## config.mk

```make
export PLATFORM = sky130hd
export DESIGN_NAME = uart_bridge_register_file_unit
export DESIGN_NICKNAME = d
export VERILOG_FILES = /design/src/rtl/ubrf_pkg.sv /design/src/rtl/uart_bridge_register_file_unit.sv /design/src/rtl/ubrf_ram.sv /design/src/rtl/ubrf_regs.sv
export SDC_FILE = /design/constraint.sdc
export NUM_CORES = 1
export LEC_CHECK = 0
export BUFFER_PORTS_ARGS = -buffer_cell sky130_fd_sc_hd__buf_2
export CORE_MARGIN = 2
export CORE_UTILIZATION = 55
export DETAILED_ROUTE_END_ITERATION = 12
export PLACE_DENSITY = 0.72
export SLEW_MARGIN = 20
export SYNTH_ARGS = -nofsm -noshare
export SYNTH_HDL_FRONTEND = slang
export SYNTH_SLANG_ARGS = --single-unit
export TNS_END_PERCENT = 20
```

## constraint.sdc

```tcl
create_clock -name clk -period 3.85 [get_ports clk]
set_clock_uncertainty 0.15 [all_clocks]
set_input_delay 0.1925 -clock clk [delete_from_list [all_inputs] [get_ports clk]]
set_output_delay 0.1925 -clock clk [all_outputs]
set_load 0.05 [all_outputs]
```

## src/rtl/ubrf_pkg.sv

```systemverilog
// ----------------------------------------------------------------------------
// ubrf_pkg: shared types and constants of the UART bridge register file
// Event codes, register addresses, baud divisor table and the result record.
// ----------------------------------------------------------------------------
package ubrf_pkg;

  // Receive ring geometry.
  localparam int RING_DEPTH = 64;
  localparam int RING_AW    = $clog2(RING_DEPTH);

  // Event codes carried on the input kind field.
  typedef enum logic [2:0] {
    OP_SELECT  = 3'd0,
    OP_WRITE   = 3'd1,
    OP_END     = 3'd2,
    OP_READ    = 3'd3,
    OP_RX_BYTE = 3'd4,
    OP_TX_DONE = 3'd5
  } ubrf_op_t;

  // Register pointer values.
  localparam logic [7:0] ADDR_THR  = 8'h00;
  localparam logic [7:0] ADDR_IER  = 8'h08;
  localparam logic [7:0] ADDR_FCR  = 8'h10;
  localparam logic [7:0] ADDR_LCR  = 8'h18;
  localparam logic [7:0] ADDR_MCR  = 8'h20;
  localparam logic [7:0] ADDR_LSR  = 8'h28;
  localparam logic [7:0] ADDR_SPR  = 8'h38;
  localparam logic [7:0] ADDR_BAUD = 8'h0d << 3;

  // Read values for status and unmapped registers.
  localparam logic [7:0] LSR_BASE      = 8'h60;
  localparam logic [7:0] UNMAPPED_READ = 8'hFF;

  // Bit positions inside written bytes.
  localparam int MCR_MANUAL_BIT = 1;
  localparam int FCR_RX_RST_BIT = 1;

  // Baud divisor table: codes at or above BAUD_CODES are ignored.
  localparam logic [3:0] BAUD_CODES     = 4'd6;
  localparam logic [7:0] BAUD_INT_RESET = 8'd208;
  localparam logic [5:0] BAUD_FRAC_RESET = 6'd21;

  function automatic logic [7:0] baud_int(input logic [3:0] code);
    logic [7:0] v;
    case (code)
      4'd0:    v = 8'd208;
      4'd1:    v = 8'd17;
      4'd2:    v = 8'd104;
      4'd3:    v = 8'd52;
      4'd4:    v = 8'd34;
      4'd5:    v = 8'd64;
      default: v = BAUD_INT_RESET;
    endcase
    return v;
  endfunction

  function automatic logic [5:0] baud_frac(input logic [3:0] code);
    logic [5:0] v;
    case (code)
      4'd0:    v = 6'd21;
      4'd1:    v = 6'd23;
      4'd2:    v = 6'd11;
      4'd3:    v = 6'd5;
      4'd4:    v = 6'd46;
      4'd5:    v = 6'd0;
      default: v = BAUD_FRAC_RESET;
    endcase
    return v;
  endfunction

  // Ring pointer advance with wrap at the ring depth.
  function automatic logic [RING_AW-1:0] ring_next(input logic [RING_AW-1:0] p);
    logic [RING_AW-1:0] v;
    if (p == RING_AW'(RING_DEPTH - 1)) begin
      v = '0;
    end else begin
      v = p + RING_AW'(1);
    end
    return v;
  endfunction

  // Result of one event, as it leaves the register file.
  typedef struct packed {
    logic       rx_dropped;
    logic [5:0] baud_fraction;
    logic [7:0] baud_integer;
    logic       drive_enable;
    logic       tx_valid;
    logic [7:0] tx_data;
    logic [7:0] read_data;
  } ubrf_res_t;

endpackage

```

## src/rtl/uart_bridge_register_file_unit.sv

```systemverilog
// ----------------------------------------------------------------------------
// uart_bridge_register_file_unit: register side of a bus-to-UART bridge
// Stream wrapper around the register file with a result stage and an
// output register.
// ----------------------------------------------------------------------------
// Each input beat is one event (kind in s_axis_tuser) and produces exactly one
// output beat. Events are taken at one per cycle while the output side keeps
// up: state is updated at the accepting edge, the result waits in a stage
// register while a receive-ring read completes in the ring RAM, and then moves
// to the output register when the output side is ready. The input keeps
// accepting while the output waits, until both the stage and the output
// register hold a beat.
module uart_bridge_register_file_unit import ubrf_pkg::*; (
  input  logic        clk,
  input  logic        rst,
  input  logic        s_axis_tvalid,
  output logic        s_axis_tready,
  // [7:0] data, [8] uart_busy
  input  logic [15:0] s_axis_tdata,
  // [2:0] operation
  input  logic [2:0]  s_axis_tuser,
  output logic        m_axis_tvalid,
  input  logic        m_axis_tready,
  // [7:0] read_data, [15:8] tx_data, [16] tx_valid, [17] drive_enable,
  // [25:18] baud_integer, [31:26] baud_fraction, [32] rx_dropped
  output logic [39:0] m_axis_tdata
);

  logic       accept;
  ubrf_res_t  step_res;
  logic       step_pop;
  logic [7:0] ring_rdata;

  logic       s1_valid;
  ubrf_res_t  s1_res;
  logic       s1_pop;
  logic       s1_adv;
  ubrf_res_t  s1_out;
  ubrf_res_t  out_res;

  assign s1_adv        = s1_valid && (!m_axis_tvalid || m_axis_tready);
  assign s_axis_tready = !s1_valid || s1_adv;
  assign accept        = s_axis_tvalid && s_axis_tready;

  ubrf_regs u_regs (
    .clk       (clk),
    .rst       (rst),
    .accept    (accept),
    .op        (ubrf_op_t'(s_axis_tuser)),
    .data      (s_axis_tdata[7:0]),
    .uart_busy (s_axis_tdata[8]),
    .res       (step_res),
    .ring_pop  (step_pop),
    .ring_rdata(ring_rdata)
  );

  // Stage control: the stage fills on accept and drains into the output.
  always_ff @(posedge clk) begin
    if (rst) begin
      s1_valid      <= 1'b0;
      m_axis_tvalid <= 1'b0;
    end else begin
      if (accept) begin
        s1_valid <= 1'b1;
      end else if (s1_adv) begin
        s1_valid <= 1'b0;
      end
      if (s1_adv) begin
        m_axis_tvalid <= 1'b1;
      end else if (m_axis_tready) begin
        m_axis_tvalid <= 1'b0;
      end
    end
  end

  // Staged result on its way out; a ring pop takes its byte from the RAM.
  always_comb begin
    s1_out = s1_res;
    if (s1_pop) begin
      s1_out.read_data = ring_rdata;
    end
  end

  // Stage and output payload.
  always_ff @(posedge clk) begin
    if (accept) begin
      s1_res <= step_res;
      s1_pop <= step_pop;
    end
    if (s1_adv) begin
      out_res <= s1_out;
    end
  end

  assign m_axis_tdata = {7'd0, out_res};

`ifndef SYNTHESIS
  // A beat never both transmits and reports a dropped byte.
  a_tx_drop_excl: assert property (@(posedge clk) disable iff (rst)
    m_axis_tvalid |-> !(out_res.tx_valid && out_res.rx_dropped))
    else $error("result carries both a transmit byte and a drop flag");

  // A stalled output keeps the staged beat in place.
  a_stage_holds: assert property (@(posedge clk) disable iff (rst)
    (s1_valid && m_axis_tvalid && !m_axis_tready) |=> s1_valid)
    else $error("staged beat lost while output stalled");

  // A ring pop stage never carries a register read value.
  a_pop_clean: assert property (@(posedge clk) disable iff (rst)
    (s1_valid && s1_pop) |-> (s1_res.read_data == 8'd0 && !s1_res.tx_valid))
    else $error("ring pop beat carries other data");
`endif

endmodule

```

## src/rtl/ubrf_ram.sv

```systemverilog
// ----------------------------------------------------------------------------
// ubrf_ram: generic single-port-write, single-port-read RAM
// One write and one registered read per cycle.
// ----------------------------------------------------------------------------
module ubrf_ram #(
  parameter int WIDTH = 8,
  parameter int DEPTH = 64
) (
  input  logic                     clk,
  input  logic                     we,
  input  logic [$clog2(DEPTH)-1:0] waddr,
  input  logic [WIDTH-1:0]         wdata,
  input  logic                     re,
  input  logic [$clog2(DEPTH)-1:0] raddr,
  output logic [WIDTH-1:0]         rdata
);

  logic [WIDTH-1:0] mem [DEPTH];

  // Write port.
  always_ff @(posedge clk) begin
    if (we) begin
      mem[waddr] <= wdata;
    end
  end

  // Registered read port; data holds while no read is issued.
  always_ff @(posedge clk) begin
    if (re) begin
      rdata <= mem[raddr];
    end
  end

endmodule

```

## src/rtl/ubrf_regs.sv

```systemverilog
// ----------------------------------------------------------------------------
// ubrf_regs: register state and event decode
// Applies one event per accepted beat to the registers and the receive ring,
// and forms the result record. A ring pop's byte comes from a registered RAM read.
// ----------------------------------------------------------------------------
module ubrf_regs import ubrf_pkg::*; (
  input  logic       clk,
  input  logic       rst,
  input  logic       accept,
  input  ubrf_op_t   op,
  input  logic [7:0] data,
  input  logic       uart_busy,
  output ubrf_res_t  res,
  output logic       ring_pop,
  output logic [7:0] ring_rdata
);

  logic [RING_AW-1:0] head, head_next;
  logic [RING_AW-1:0] tail, tail_next;
  logic [7:0]         reg_pointer, reg_pointer_next;
  logic [7:0]         ier, ier_next;
  logic [7:0]         lcr, lcr_next;
  logic [7:0]         mcr, mcr_next;
  logic [7:0]         scratch, scratch_next;
  logic               auto_tx, auto_tx_next;
  logic               done_armed, done_armed_next;
  logic               drive_level, drive_level_next;
  logic [7:0]         div_int, div_int_next;
  logic [5:0]         div_frac, div_frac_next;

  logic               ring_we;
  logic               nonempty;
  logic               mcr_manual;
  logic [RING_AW-1:0] head_adv;

  assign nonempty   = (head != tail);
  assign mcr_manual = mcr[MCR_MANUAL_BIT];
  assign head_adv   = ring_next(head);

  // Event decode and next-state logic.
  always_comb begin
    head_next        = head;
    tail_next        = tail;
    reg_pointer_next = reg_pointer;
    ier_next         = ier;
    lcr_next         = lcr;
    mcr_next         = mcr;
    scratch_next     = scratch;
    auto_tx_next     = auto_tx;
    done_armed_next  = done_armed;
    drive_level_next = drive_level;
    div_int_next     = div_int;
    div_frac_next    = div_frac;
    ring_we          = 1'b0;
    ring_pop         = 1'b0;
    res              = '0;

    case (op)
      OP_SELECT: begin
        reg_pointer_next = data;
        if (data == ADDR_THR) begin
          done_armed_next  = 1'b0;
          auto_tx_next     = 1'b1;
          drive_level_next = 1'b1;
        end
      end
      OP_WRITE: begin
        case (reg_pointer)
          ADDR_BAUD: begin
            if (data[3:0] < BAUD_CODES) begin
              div_int_next  = baud_int(data[3:0]);
              div_frac_next = baud_frac(data[3:0]);
            end
          end
          ADDR_THR: begin
            res.tx_data  = data;
            res.tx_valid = 1'b1;
          end
          ADDR_IER: ier_next = data;
          ADDR_LCR: lcr_next = data;
          ADDR_FCR: begin
            if (data[FCR_RX_RST_BIT]) begin
              tail_next = head;
            end
          end
          ADDR_MCR: begin
            mcr_next         = data;
            drive_level_next = data[MCR_MANUAL_BIT];
          end
          ADDR_SPR: scratch_next = data;
          default: ;
        endcase
      end
      OP_END: begin
        if (reg_pointer == ADDR_THR) begin
          if (uart_busy) begin
            done_armed_next = 1'b1;
          end else begin
            if (!mcr_manual) begin
              drive_level_next = 1'b0;
            end
            auto_tx_next = 1'b0;
          end
        end
      end
      OP_READ: begin
        case (reg_pointer)
          ADDR_THR: begin
            if (nonempty) begin
              ring_pop  = 1'b1;
              tail_next = ring_next(tail);
            end
          end
          ADDR_LSR: res.read_data = LSR_BASE | {7'd0, nonempty};
          ADDR_IER: res.read_data = ier;
          ADDR_LCR: res.read_data = lcr;
          ADDR_MCR: res.read_data = mcr;
          ADDR_SPR: res.read_data = scratch;
          default:  res.read_data = UNMAPPED_READ;
        endcase
      end
      OP_RX_BYTE: begin
        if (head_adv != tail) begin
          ring_we   = 1'b1;
          head_next = head_adv;
        end else begin
          res.rx_dropped = 1'b1;
        end
      end
      OP_TX_DONE: begin
        if (done_armed) begin
          if (auto_tx && !mcr_manual) begin
            drive_level_next = 1'b0;
          end
          auto_tx_next    = 1'b0;
          done_armed_next = 1'b0;
        end
      end
      default: ;
    endcase

    res.drive_enable  = drive_level_next;
    res.baud_integer  = div_int_next;
    res.baud_fraction = div_frac_next;
  end

  // State registers, updated on each accepted beat.
  always_ff @(posedge clk) begin
    if (rst) begin
      head        <= '0;
      tail        <= '0;
      reg_pointer <= '0;
      ier         <= '0;
      lcr         <= '0;
      mcr         <= '0;
      scratch     <= '0;
      auto_tx     <= 1'b0;
      done_armed  <= 1'b0;
      drive_level <= 1'b0;
      div_int     <= BAUD_INT_RESET;
      div_frac    <= BAUD_FRAC_RESET;
    end else if (accept) begin
      head        <= head_next;
      tail        <= tail_next;
      reg_pointer <= reg_pointer_next;
      ier         <= ier_next;
      lcr         <= lcr_next;
      mcr         <= mcr_next;
      scratch     <= scratch_next;
      auto_tx     <= auto_tx_next;
      done_armed  <= done_armed_next;
      drive_level <= drive_level_next;
      div_int     <= div_int_next;
      div_frac    <= div_frac_next;
    end
  end

  // Receive ring storage: written at head, read at tail.
  ubrf_ram #(
    .WIDTH(8),
    .DEPTH(RING_DEPTH)
  ) u_ring (
    .clk  (clk),
    .we   (accept && ring_we),
    .waddr(head),
    .wdata(data),
    .re   (accept),
    .raddr(tail),
    .rdata(ring_rdata)
  );

endmodule

```

After elaboration in Yosys (flattened, before gate mapping)
Memories as Yosys holds them, arrays and structs flattened. A register that Yosys moved wholly into a read port is not among the register bits.
Cells that the tools add are included.
{ "op_classes": {"addsub": 2, "eq_ne": 30, "magnitude_cmp": 1, "muxes": 45, "n_reduce_logical": 27} }
{ "op_table": {"columns": ["op", "count"], "rows": [
  ["two-way mux 6 bit", 9],
  ["one-hot mux 8 bit (6 select lines)", 1],
  ["one-hot mux 8 bit (5 select lines)", 1],
  ["two-way mux 8 bit", 4],
  ["one-hot mux 6 bit (5 select lines)", 1],
  ["== test 8 x 6 -> 1 bit (second input constant)", 3],
  ["two-way mux 1 bit", 24],
  ["== test 8 x 5 -> 1 bit (second input constant)", 2],
  ["zero test 8 bit", 2],
  ["AND reduction 3 bit", 5],
  ["adder 6 x 1 -> 6 bit (second input constant)", 2],
  ["== test 6 bit (second input constant)", 2],
  ["inequality test 6 bit", 2],
  ["one-hot mux 6 bit (2 select lines)", 1],
  ["AND reduction 6 bit", 2],
  ["inequality test 2 x 1 -> 1 bit (second input constant)", 5],
  ["two-way mux 9 bit", 1],
  ["== test 4 x 2 -> 1 bit (second input constant)", 2],
  ["== test 4 x 3 -> 1 bit (second input constant)", 2],
  ["== test 8 x 4 -> 1 bit (second input constant)", 1],
  ["== test 8 x 7 -> 1 bit (second input constant)", 1],
  ["inequality test 2 bit (second input constant)", 4],
  ["== test 3 x 2 -> 1 bit (second input constant)", 2],
  ["== test 3 bit (second input constant)", 2],
  ["13 further kinds", 24]
]} }
{ "word_totals": {"inputBits": 23, "wordCells": 135, "mem_bits_rw": 512, "regBits": 138, "output_inout_bits": 42, "mem_count": 1} }
{ "memory_table": {"columns": ["name", "words", "width", "rd", "rd_clocked_by_memory_dff", "wr", "line_no", "source"], "rows": [
  ["u_regs.u_ring.mem", 64, 8, 1, 1, 1, "ubrf_ram.sv:18", "logic [WIDTH-1:0] mem [DEPTH];"]
]} }

Logic depth before layout (Yosys ltp)
Gate-level depths: netlist (run 1).
{ "logic_depth": {"depth_word": 8, "mapped_depth": 10, "ltp_nobuf": 7} }

Modules after synthesis
From an unflattened synthesis (run 1), not the netlist that was laid out.
{ "hier_totals": {"hier_cells": 1546, "area_unflattened_um2": 26485.4} }
{ "by_module_without_submodules": {"columns": ["mod", "n_inst", "seq_area_each_um2", "cells_each", "area_each_um2"], "rows": [
  ["ubrf_ram", 1, 15615.0, 940, 20246.9],
  ["ubrf_regs", 1, 1381.3, 512, 3955.0],
  ["uart_bridge_register_file_unit", 1, 2052.0, 94, 2283.4]
]} }

Least setup slack after synthesis (run 1)
Ideal clock, no wire load.
{ "synth_path": {"path_type": "register to register", "from": "register m_axis_tvalid", "to": "register s1_res, in the netlist s1_out[10], enable pin", "required_ns": 3.278, "path_stages_with_launch": 6, "synth_period_minus_slack_ns": 3.597, "path_slack_ns": 0.253, "t_arrival_ns": 3.024, "path_buffers": 2, "setup_ns": 0.422, "path_cell_list": "dfxtp_1 -> nand3b_1 -> nand2_1 -> inv_1 -> clkbuf_1 -> buf_1"} }
{ "synth_between": {"elab_chain_len": 5} }
{ "synth_rtl": {"columns": ["item", "line_no", "source"], "rows": [
  ["start: declaration", "uart_bridge_register_file_unit.sv:22", "output logic m_axis_tvalid,"],
  ["start signal: assignment", "uart_bridge_register_file_unit.sv:61", "m_axis_tvalid <= 1'b0;"],
  ["start signal: assignment", "uart_bridge_register_file_unit.sv:69", "m_axis_tvalid <= 1'b1;"],
  ["start signal: assignment", "uart_bridge_register_file_unit.sv:71", "m_axis_tvalid <= 1'b0;"],
  ["zero test 1 bit", "uart_bridge_register_file_unit.sv:41", "assign s1_adv = s1_valid && (!m_axis_tvalid || m_axis_tready);"],
  ["logical OR 1 bit", "uart_bridge_register_file_unit.sv:41", null],
  ["logical AND 1 bit", "uart_bridge_register_file_unit.sv:41", null],
  ["logical OR 1 bit", "uart_bridge_register_file_unit.sv:42", "assign s_axis_tready = !s1_valid || s1_adv;"],
  ["named net s_axis_tready", "uart_bridge_register_file_unit.sv:17", "output logic s_axis_tready,"],
  ["logical AND 1 bit", "uart_bridge_register_file_unit.sv:43", "assign accept = s_axis_tvalid && s_axis_tready;"],
  ["named net accept", "uart_bridge_register_file_unit.sv:29", "logic accept;"],
  ["end signal: assignment", "uart_bridge_register_file_unit.sv:87", "s1_res <= step_res;"],
  ["end: declaration", "uart_bridge_register_file_unit.sv:35", "ubrf_res_t s1_res;"]
]} }
The timed path passes the listed nets, and every way through them passes these cells.
A chain may end at the register's enable or synchronous reset.

Worst setup path after layout (run 1)
{ "layout_path": {"from": "register u_regs.head[1]", "to": "memory u_regs.u_ring.mem[17][7], enable pin"} }
{ "layout_between": {"elab_chain_len": 8, "elab_cells_between_ends": 9, "cone_classes": "1 x add/sub; 2 x eq/ne; 5 x mux; 1 x reduce/logical"} }
{ "layout_rtl": {"columns": ["item", "line_no", "source"], "rows": [
  ["start: declaration", "ubrf_regs.sv:18", "logic [RING_AW-1:0] head, head_next;"],
  ["start signal: assignment", "ubrf_regs.sv:163", "head <= head_next;"],
  ["adder 6 x 1 -> 6 bit / == test 6 bit (equally long branches)", "ubrf_pkg.sv:78, ubrf_pkg.sv:75", null],
  ["two-way mux 6 bit", "ubrf_pkg.sv:75", "if (p == RING_AW'(RING_DEPTH - 1)) begin"],
  ["inequality test 6 bit", "ubrf_regs.sv:123", "if (head_adv != tail) begin"],
  ["two-way mux 1 bit", "ubrf_regs.sv:123", null],
  ["two-way mux 1 bit", "ubrf_regs.sv:58", "case (op)"],
  ["logical AND 1 bit", "ubrf_regs.sv:184", ".we (accept && ring_we),"],
  ["two-way mux 1 bit", "ubrf_ram.sv:22", "if (we) begin"],
  ["two-way mux 1 bit (not written as such)", "ubrf_ram.sv:23", "mem[waddr] <= wdata;"],
  ["end: declaration", "ubrf_ram.sv:18", null]
]} }
Several ways; a longest one is shown, not always the timed one.

==> metrics.md, run 1 <==
| Metric | Value |
|---|---|
| WL/cell | `25.40 um` |
| Multi-input combinational cell area | `0.006948 sq mm` |
| Synth unique cells | `62` |
| # Max-Cap Violations | `0` |
| Grt ovf | `0` |
| Non-filler cells, final | `2,229` |
| Max Clk Rate | `about 0.3 GHz` |
| GRT Total Usage | `a little under a quarter` |
| Total CTS buffers | `66` |
| Synth area leaders | `edfxtp_1, mux4_2, dfxtp_1` |
| Worst setup EP type | `flip-flop` |
| DP HPWL | `~33 mm` |
| # diodes | `0` |
| Critical-path maximum fanout | `36` |
| Overall die height | `~220 um` |
| RePlAce Congestion | `around 0.86` |
| Clock share of power | `43.4%` |
| P per Cell Area | `492.0 mW/mm^2` |
| DRT iter0 DRCs | `1,408` |
| Most frequent cells in the layout | `edfxtp_1, mux4_2, nor2_1` |
| Clock sink total | `around 660` |
| Post-cts sizing count | `0` |
| Avg Cell Area, Syn | `~18 sq um` |
| Clock buffer depth | `3` |
| Min-delay worst type | `in2reg` |
| Layout cells sized above 1 | `27.39%` |
| Ys async rst share | `0%` |
| 1st-pass router iterations | `5` |
| Sw Pwr | `around 3.0 mW` |
| Die area | `just under 0.05 sq mm` |
| Period Utilization, post-route | `85.39%` |
| Floorplan row count | `80` |
| Num ports | `65` |
| Ys Warns | `0` |
| Worst EP required | `3900 ps` |
| VDD IR max | `0.3610 mV` |
| Largest area contributor in the netlist | `edfxtp_1` |
| Setup-failing EPs final | `0` |
| CP Data Arrival Time | `between 3000 and 4000 ps` |
| Total wire length | `roughly 57 mm` |
| Share of total power in sequential cells | `between 50 and 60%` |
| Vias per cell | `just over 6` |
| Sw Ratio | `between 20% and 30%` |
| Gate power share | `around 3.4%` |
| Antenna violations before repair | `2` |
| Crit path launch type | `flip-flop` |
| Initial core utilization | `55.43%` |
| Vias in the first global route | `between 10,000 and 15,000` |
| Routed Antenna Nets | `0` |
| Rel. slew slack | `35.93%` |
| Seq cells post-synth | `between 600 and 700` |
| Number of synthesized flops with an enable pin | `about 590` |
| Synth Cell Area | `~0.026 sq mm` |
| Final nets | `around 1,600` |
| First-pass GRT wire length | `~86 mm` |
| WS Path Type | `reg2reg` |
| Synth Instances | `around 1,400` |
| Register area share after synthesis | `between 70% and 80%` |
| Via count | `~14,000` |
| Commonest non-fill, non-tap cell in the layout | `edfxtp_1` |
| Min Clock Period, post-route | `between 3000 and 4000 ps` |
| Worst-Margin Slew | `between 900 and 1000 ps` |
| Core Region | `between 0.04 and 0.05 sq mm` |
| CTS tree | `built` |
| P&R area growth vs syn | `13.97%` |
| Placed Cells | `2,098` |
| Final hold vios | `0` |
| Post-CTS Setup Repair Bufs | `0` |
| Residual DRC | `0` |
| Die W | `222.9 um` |
| Commonest register cell after synthesis | `edfxtp_1` |
| TNS Setup | `0 ps` |
| Lkg Pwr | `roughly 9.5 nW` |
| Largest net degree at the start of global routing | `90` |
| CTS root buf | `clkbuf_16` |
| Internal | `11.76 mW` |
| FF/Latch Area | `around 0.019 sq mm` |
| Max-slew violations | `0` |
| # hold bufs at CTS | `11` |
| Skew-Pair Late Insertion Delay | `610 ps` |
| RSZ-0062 raised after global routing | `no` |
| Clk slew on worst S/H paths | `around 60 ps` |
| H-tree levels | `3` |
| PortBufs | `50` |
| Status | `finished, final reports clean` |
| Share of the synthesized area in the top cell type | `66.89%` |
| Fillers | `3,211` |
==> flip-flops by register name (all words and copies together), names as in the netlist, 6 cells and up <==
signal               count
u_regs.u_ring.mem      512
m_axis_tdata            33
s1_out                  25
s1_res                   8
u_regs.div_int           8
u_regs.ier               8
u_regs.lcr               8
u_regs.mcr               8
u_regs.reg_pointer       8
u_regs.scratch           8
u_regs.u_ring.rdata      8
u_regs.div_frac          6
u_regs.head              6
u_regs.tail              6
==> path summary, 6_finish.rpt <==
kind,start,endpoint,slack (ps),cells past startpoint
worst max-delay path,u_regs.head[1],u_regs.u_ring.mem[17][7],560,8
worst min-delay path,s_axis_tdata[0],u_regs.div_frac[5],30,4
worst max register to register,u_regs.head[1],u_regs.u_ring.mem[17][7],560,8
worst min register to register,s1_out[22],m_axis_tdata[22],260,0
==> synth_stat cells (6+ instances only) <==
cell type and number:
and2_1 12, buf_4 11, a31oi_1 9, nand3_1 12, a22oi_1 9, nor4_1 19
dfxtp_1 71, buf_2 26, nand2_1 65, mux2i_1 52, nand4_1 8, xnor2_1 7
inv_1 17, a21oi_1 32, nor2b_1 6, nand2b_1 11, xor2_1 6, nor3_1 50
nor2_1 84, buf_1 13, o21ai_0 26, clkbuf_1 52, nand3b_1 8, edfxtp_1 587
mux2_2 18, mux4_2 160
==> power groups by stage <==
stage / logic (mW) / clock network, mW / registers [mW]
after floorplan: 0.240 / 0 / 8.05
after global placement: 0.485 / 0 / 8.00
after detailed placement: 0.500 / 0 / 8.00
after CTS: 0.510 / 6.54 / 7.85
after global routing: 0.545 / 6.83 / 7.85
final: 0.509 / 6.42 / 7.85
==> worst max-delay path, cell delays in order (launching register included) <==
cell and delay (ps):
dfxtp_1 560, ha_1 420, inv_1 120, a21oi_1 230, xnor2_1 180, a211o_1 250, o21ai_4 80, buf_12 200
nor3_2 670
==> layout make-up <==
cell class	instances	area share (%)
inverters	17	0.2125
multi-input cells	676	23.13
repair buffers	143	3.416
clock buffers	85	5.878
flip-flops and latches	658	63.46
well taps	615	2.562
clock inverters	35	1.341
==> routing by layer <==
metal  GRT usage [%]  vias up  wire length (um)
met4           7.751        2              1488
met2           37.42      504             28080
met5               0        -                 8
met3           5.228      100              3757
met1           32.08     7138             23280
li1                -     6027                 -
==> cell families (layout without fill, tap and decap cells) <==
kind of cell               after synthesis  count (layout)  synth area share (%)
DFF                                    658             658                 72.28
buffers and inverters                  119             280                 1.975
and+or+nand+nor                        302             302                 5.764
other                                    1               7               0.01423
xor gates and xnor gates                13              13                0.4321
muxes                                  230             230                 16.42
adders and majority gates                2               2               0.09494
AOI/OAI and AO/OA                      122             122                 3.020
==> metrics by stage <==
step / hold WS (ps) / setup WS [ps] / total power, mW / util [%] / instance area [sq um]
3_3_place_gp: 251.8 / 386.2 / 8.482 / 58.20 / 27670
6_report: 27.27 / 562.6 / 14.78 / 63.17 / 30040
4_1_cts: 21.40 / 231.0 / 14.90 / 63.02 / 29970
3_5_place_dp: 254.5 / 262.0 / 8.499 / 58.23 / 27690
2_1_floorplan: 141.4 / 253.2 / 8.288 / - / 26380
5_1_grt: 41.61 / 369.6 / 15.22 / 63.17 / 30040
Note: power is estimated with default switching activity, not from simulation.
==> inputs of run 2 (changes only) <==
--- a/config.mk
+++ b/config.mk
@@ -9,5 +9,5 @@
 export CORE_MARGIN = 2
-export CORE_UTILIZATION = 55
+export CORE_UTILIZATION = 57
 export DETAILED_ROUTE_END_ITERATION = 12
-export PLACE_DENSITY = 0.72
+export PLACE_DENSITY = 0.74
 export SLEW_MARGIN = 20
==> constraint.sdc (replaced) <==
create_clock -name clk -period 3.85 [get_ports clk]
set_clock_uncertainty 0.15 [all_clocks]
set_input_delay 0.5775 -clock clk [delete_from_list [all_inputs] [get_ports clk]]
set_output_delay 0.5775 -clock clk [all_outputs]
set_load 0.05 [all_outputs]
==> metrics.md, run 2 (synthesis results as in run 1) <==
| Metric | Value |
|---|---|
| Min Clock Period, post-route | `between 3000 and 4000 ps` |
| Clock sink total | `between 600 and 700` |
| Post-cts sizing count | `0` |
| # hold bufs at CTS | `0` |
| Via count | `between 10,000 and 15,000` |
| Grt ovf | `0` |
| Worst setup EP type | `flip-flop` |
| Commonest non-fill, non-tap cell in the layout | `edfxtp_1` |
| Floorplan row count | `78` |
| Routed Antenna Nets | `0` |
| RePlAce Congestion | `0.8830` |
| CTS root buf | `clkbuf_16` |
| Final hold vios | `0` |
| WL/cell | `approximately 26 um` |
| P&R area growth vs syn | `13.66%` |
| Max Clk Rate | `about 0.29 GHz` |
| Die W | `approximately 220 um` |
| TNS Setup | `0 ps` |
| Largest register by flop count | `u_regs.u_ring.mem` |
| Crit-path slowest cell | `nor3_1` |
| Period Utilization, post-route | `between 90% and 100%` |
| DRT iter0 DRCs | `approximately 1,600` |
| First-pass GRT wire length | `approximately 86 mm` |
| Largest net degree at the start of global routing | `slightly above 70` |
| Crit path cell chain | `ha_1, inv_1, a21oi_1, xnor2_1, a211o_1, o21ai_4, buf_12, nor3_1` |
| Initial core utilization | `57.95%` |
| Die area | `0.04797 sq mm` |
| Total CTS buffers | `66` |
| GRT Total Usage | `24.49%` |
| Final nets | `about 1,600` |
| Delay-heaviest family, CP | `simple AND/OR/NAND/NOR gates` |
| VDD IR max | `~0.4 mV` |
| Worst-Margin Slew | `1092 ps` |
| RSZ-0062 raised after global routing | `no` |
| Skew-Pair Late Insertion Delay | `a little under 600 ps` |
| H-tree levels | `3` |
| Critical-path maximum fanout | `42` |
| Core Region | `0.04548 sq mm` |
| Min-delay worst type | `in2reg` |
| Lkg Pwr | `between 9 and 10 nW` |
| Antenna violations before repair | `5` |
| Crit-path max cell delay | `900 ps` |
| WS Path Type | `reg2reg` |
| Post-CTS Setup Repair Bufs | `0` |
| Power Total | `between 10 and 15 mW` |
| 1st-pass router iterations | `5` |
| Max-slew violations | `0` |
| Crit path launch type | `flip-flop` |
| Worst EP required | `between 3000 and 4000 ps` |
| Total wire length | `56.76 mm` |
| CTS tree | `built` |
| Rel. slew slack | `between 20% and 30%` |
| Overall die height | `roughly 220 um` |
| Num ports | `65` |
| PortBufs | `50` |
| Residual DRC | `0` |
| WP buf/inv | `2` |
| Layout cells sized above 1 | `~28%` |
| Status | `finished, final reports clean` |
| Clk slew on worst S/H paths | `about 60 ps` |
| # Max-Cap Violations | `0` |
| Most frequent cells in the layout | `edfxtp_1, mux4_2, buf_4` |
| Vias in the first global route | `~14,000` |
| Clock buffer depth | `3` |
| CP Data Arrival Time | `approximately 3500 ps` |
| Largest register FFs | `512` |
| Setup-failing EPs final | `0` |
| Vias per cell | `between 6 and 7` |
| DP HPWL | `34.49 mm` |
| P per Cell Area | `489.2 mW/mm^2` |
-- run 2: cell count changes in the layout (fill, tap and decap cells not counted), moves of 4 or more --
cell | previous run | this run
buf_4 | 78 | 90
bufinv_16 | 8 | 4
clkbuf_16 | 68 | 72
clkbuf_1 | 17 | 11
dlygate4sd3_1 | 11 | 0
-- run 2: worst reg2reg max path, cell delays in order (launching register included) --
cell and delay, ps:
dfxtp_1 560, ha_1 390, inv_1 130, a21oi_1 220, xnor2_1 180, a211o_1 250
o21ai_4 90, buf_12 190, nor3_1 940
-- run 2: metrics by stage --
stage	hold slack (ps)	util (%)	cells	worst slack, ps	instance area (sq um)
detailed placement	254.5	61.02	2096	253.0	27750
global placement	252.6	61.02	2096	403.5	27750
CTS	46.64	65.69	2212	215.4	29880
floorplan	250.3	-	1453	238.4	26380
global route	87.68	65.86	2213	145.5	29950
finish	81.36	65.86	2213	361.8	29950
-- run 2: final timing paths --
path / start / to / slack (ps) / depth (start not counted)
setup / recovery: u_regs.head[0] / u_regs.u_ring.mem[57][3] / 360 / 8
hold / removal: s_axis_tvalid / s1_valid / 80 / 3
setup reg to reg: u_regs.head[0] / u_regs.u_ring.mem[57][3] / 360 / 8
hold reg to reg: s1_out[16] / m_axis_tdata[16] / 270 / 0
-- run 2: where the power goes --
| group | switching, mW | internal, mW |
|---|---|---|
| Sequential | 0.0289 | 7.82 |
| Combinational | 0.365 | 0.139 |
| Clock | 2.60 | 3.70 |
-- run 2: layout make-up --
| class | instances | area [sq um] |
|---|---|---|
| Sequential cell | 658 | 19060 |
| Fill cell | 3006 | 15520 |
| Multi-Input combinational cell | 676 | 6925 |
| Clock buffer | 85 | 1871 |
| Timing Repair Buffer | 145 | 1026 |
| Tap cell | 600 | 750.7 |
| Clock inverter | 31 | 255.2 |
| Inverter | 17 | 63.81 |
| Antenna cell | 1 | 2.502 |
-- run 2: metal layers --
| layer | up-vias | routed length [um] | track usage [%] |
|---|---|---|---|
| met2 | 528 | 28090 | 39.61 |
| met1 | 7057 | 23030 | 33.46 |
| li1 | 6021 | - | - |
| met4 | 6 | 1430 | 7.658 |
| met3 | 111 | 4177 | 5.780 |
| met5 | - | 34 | 0 |
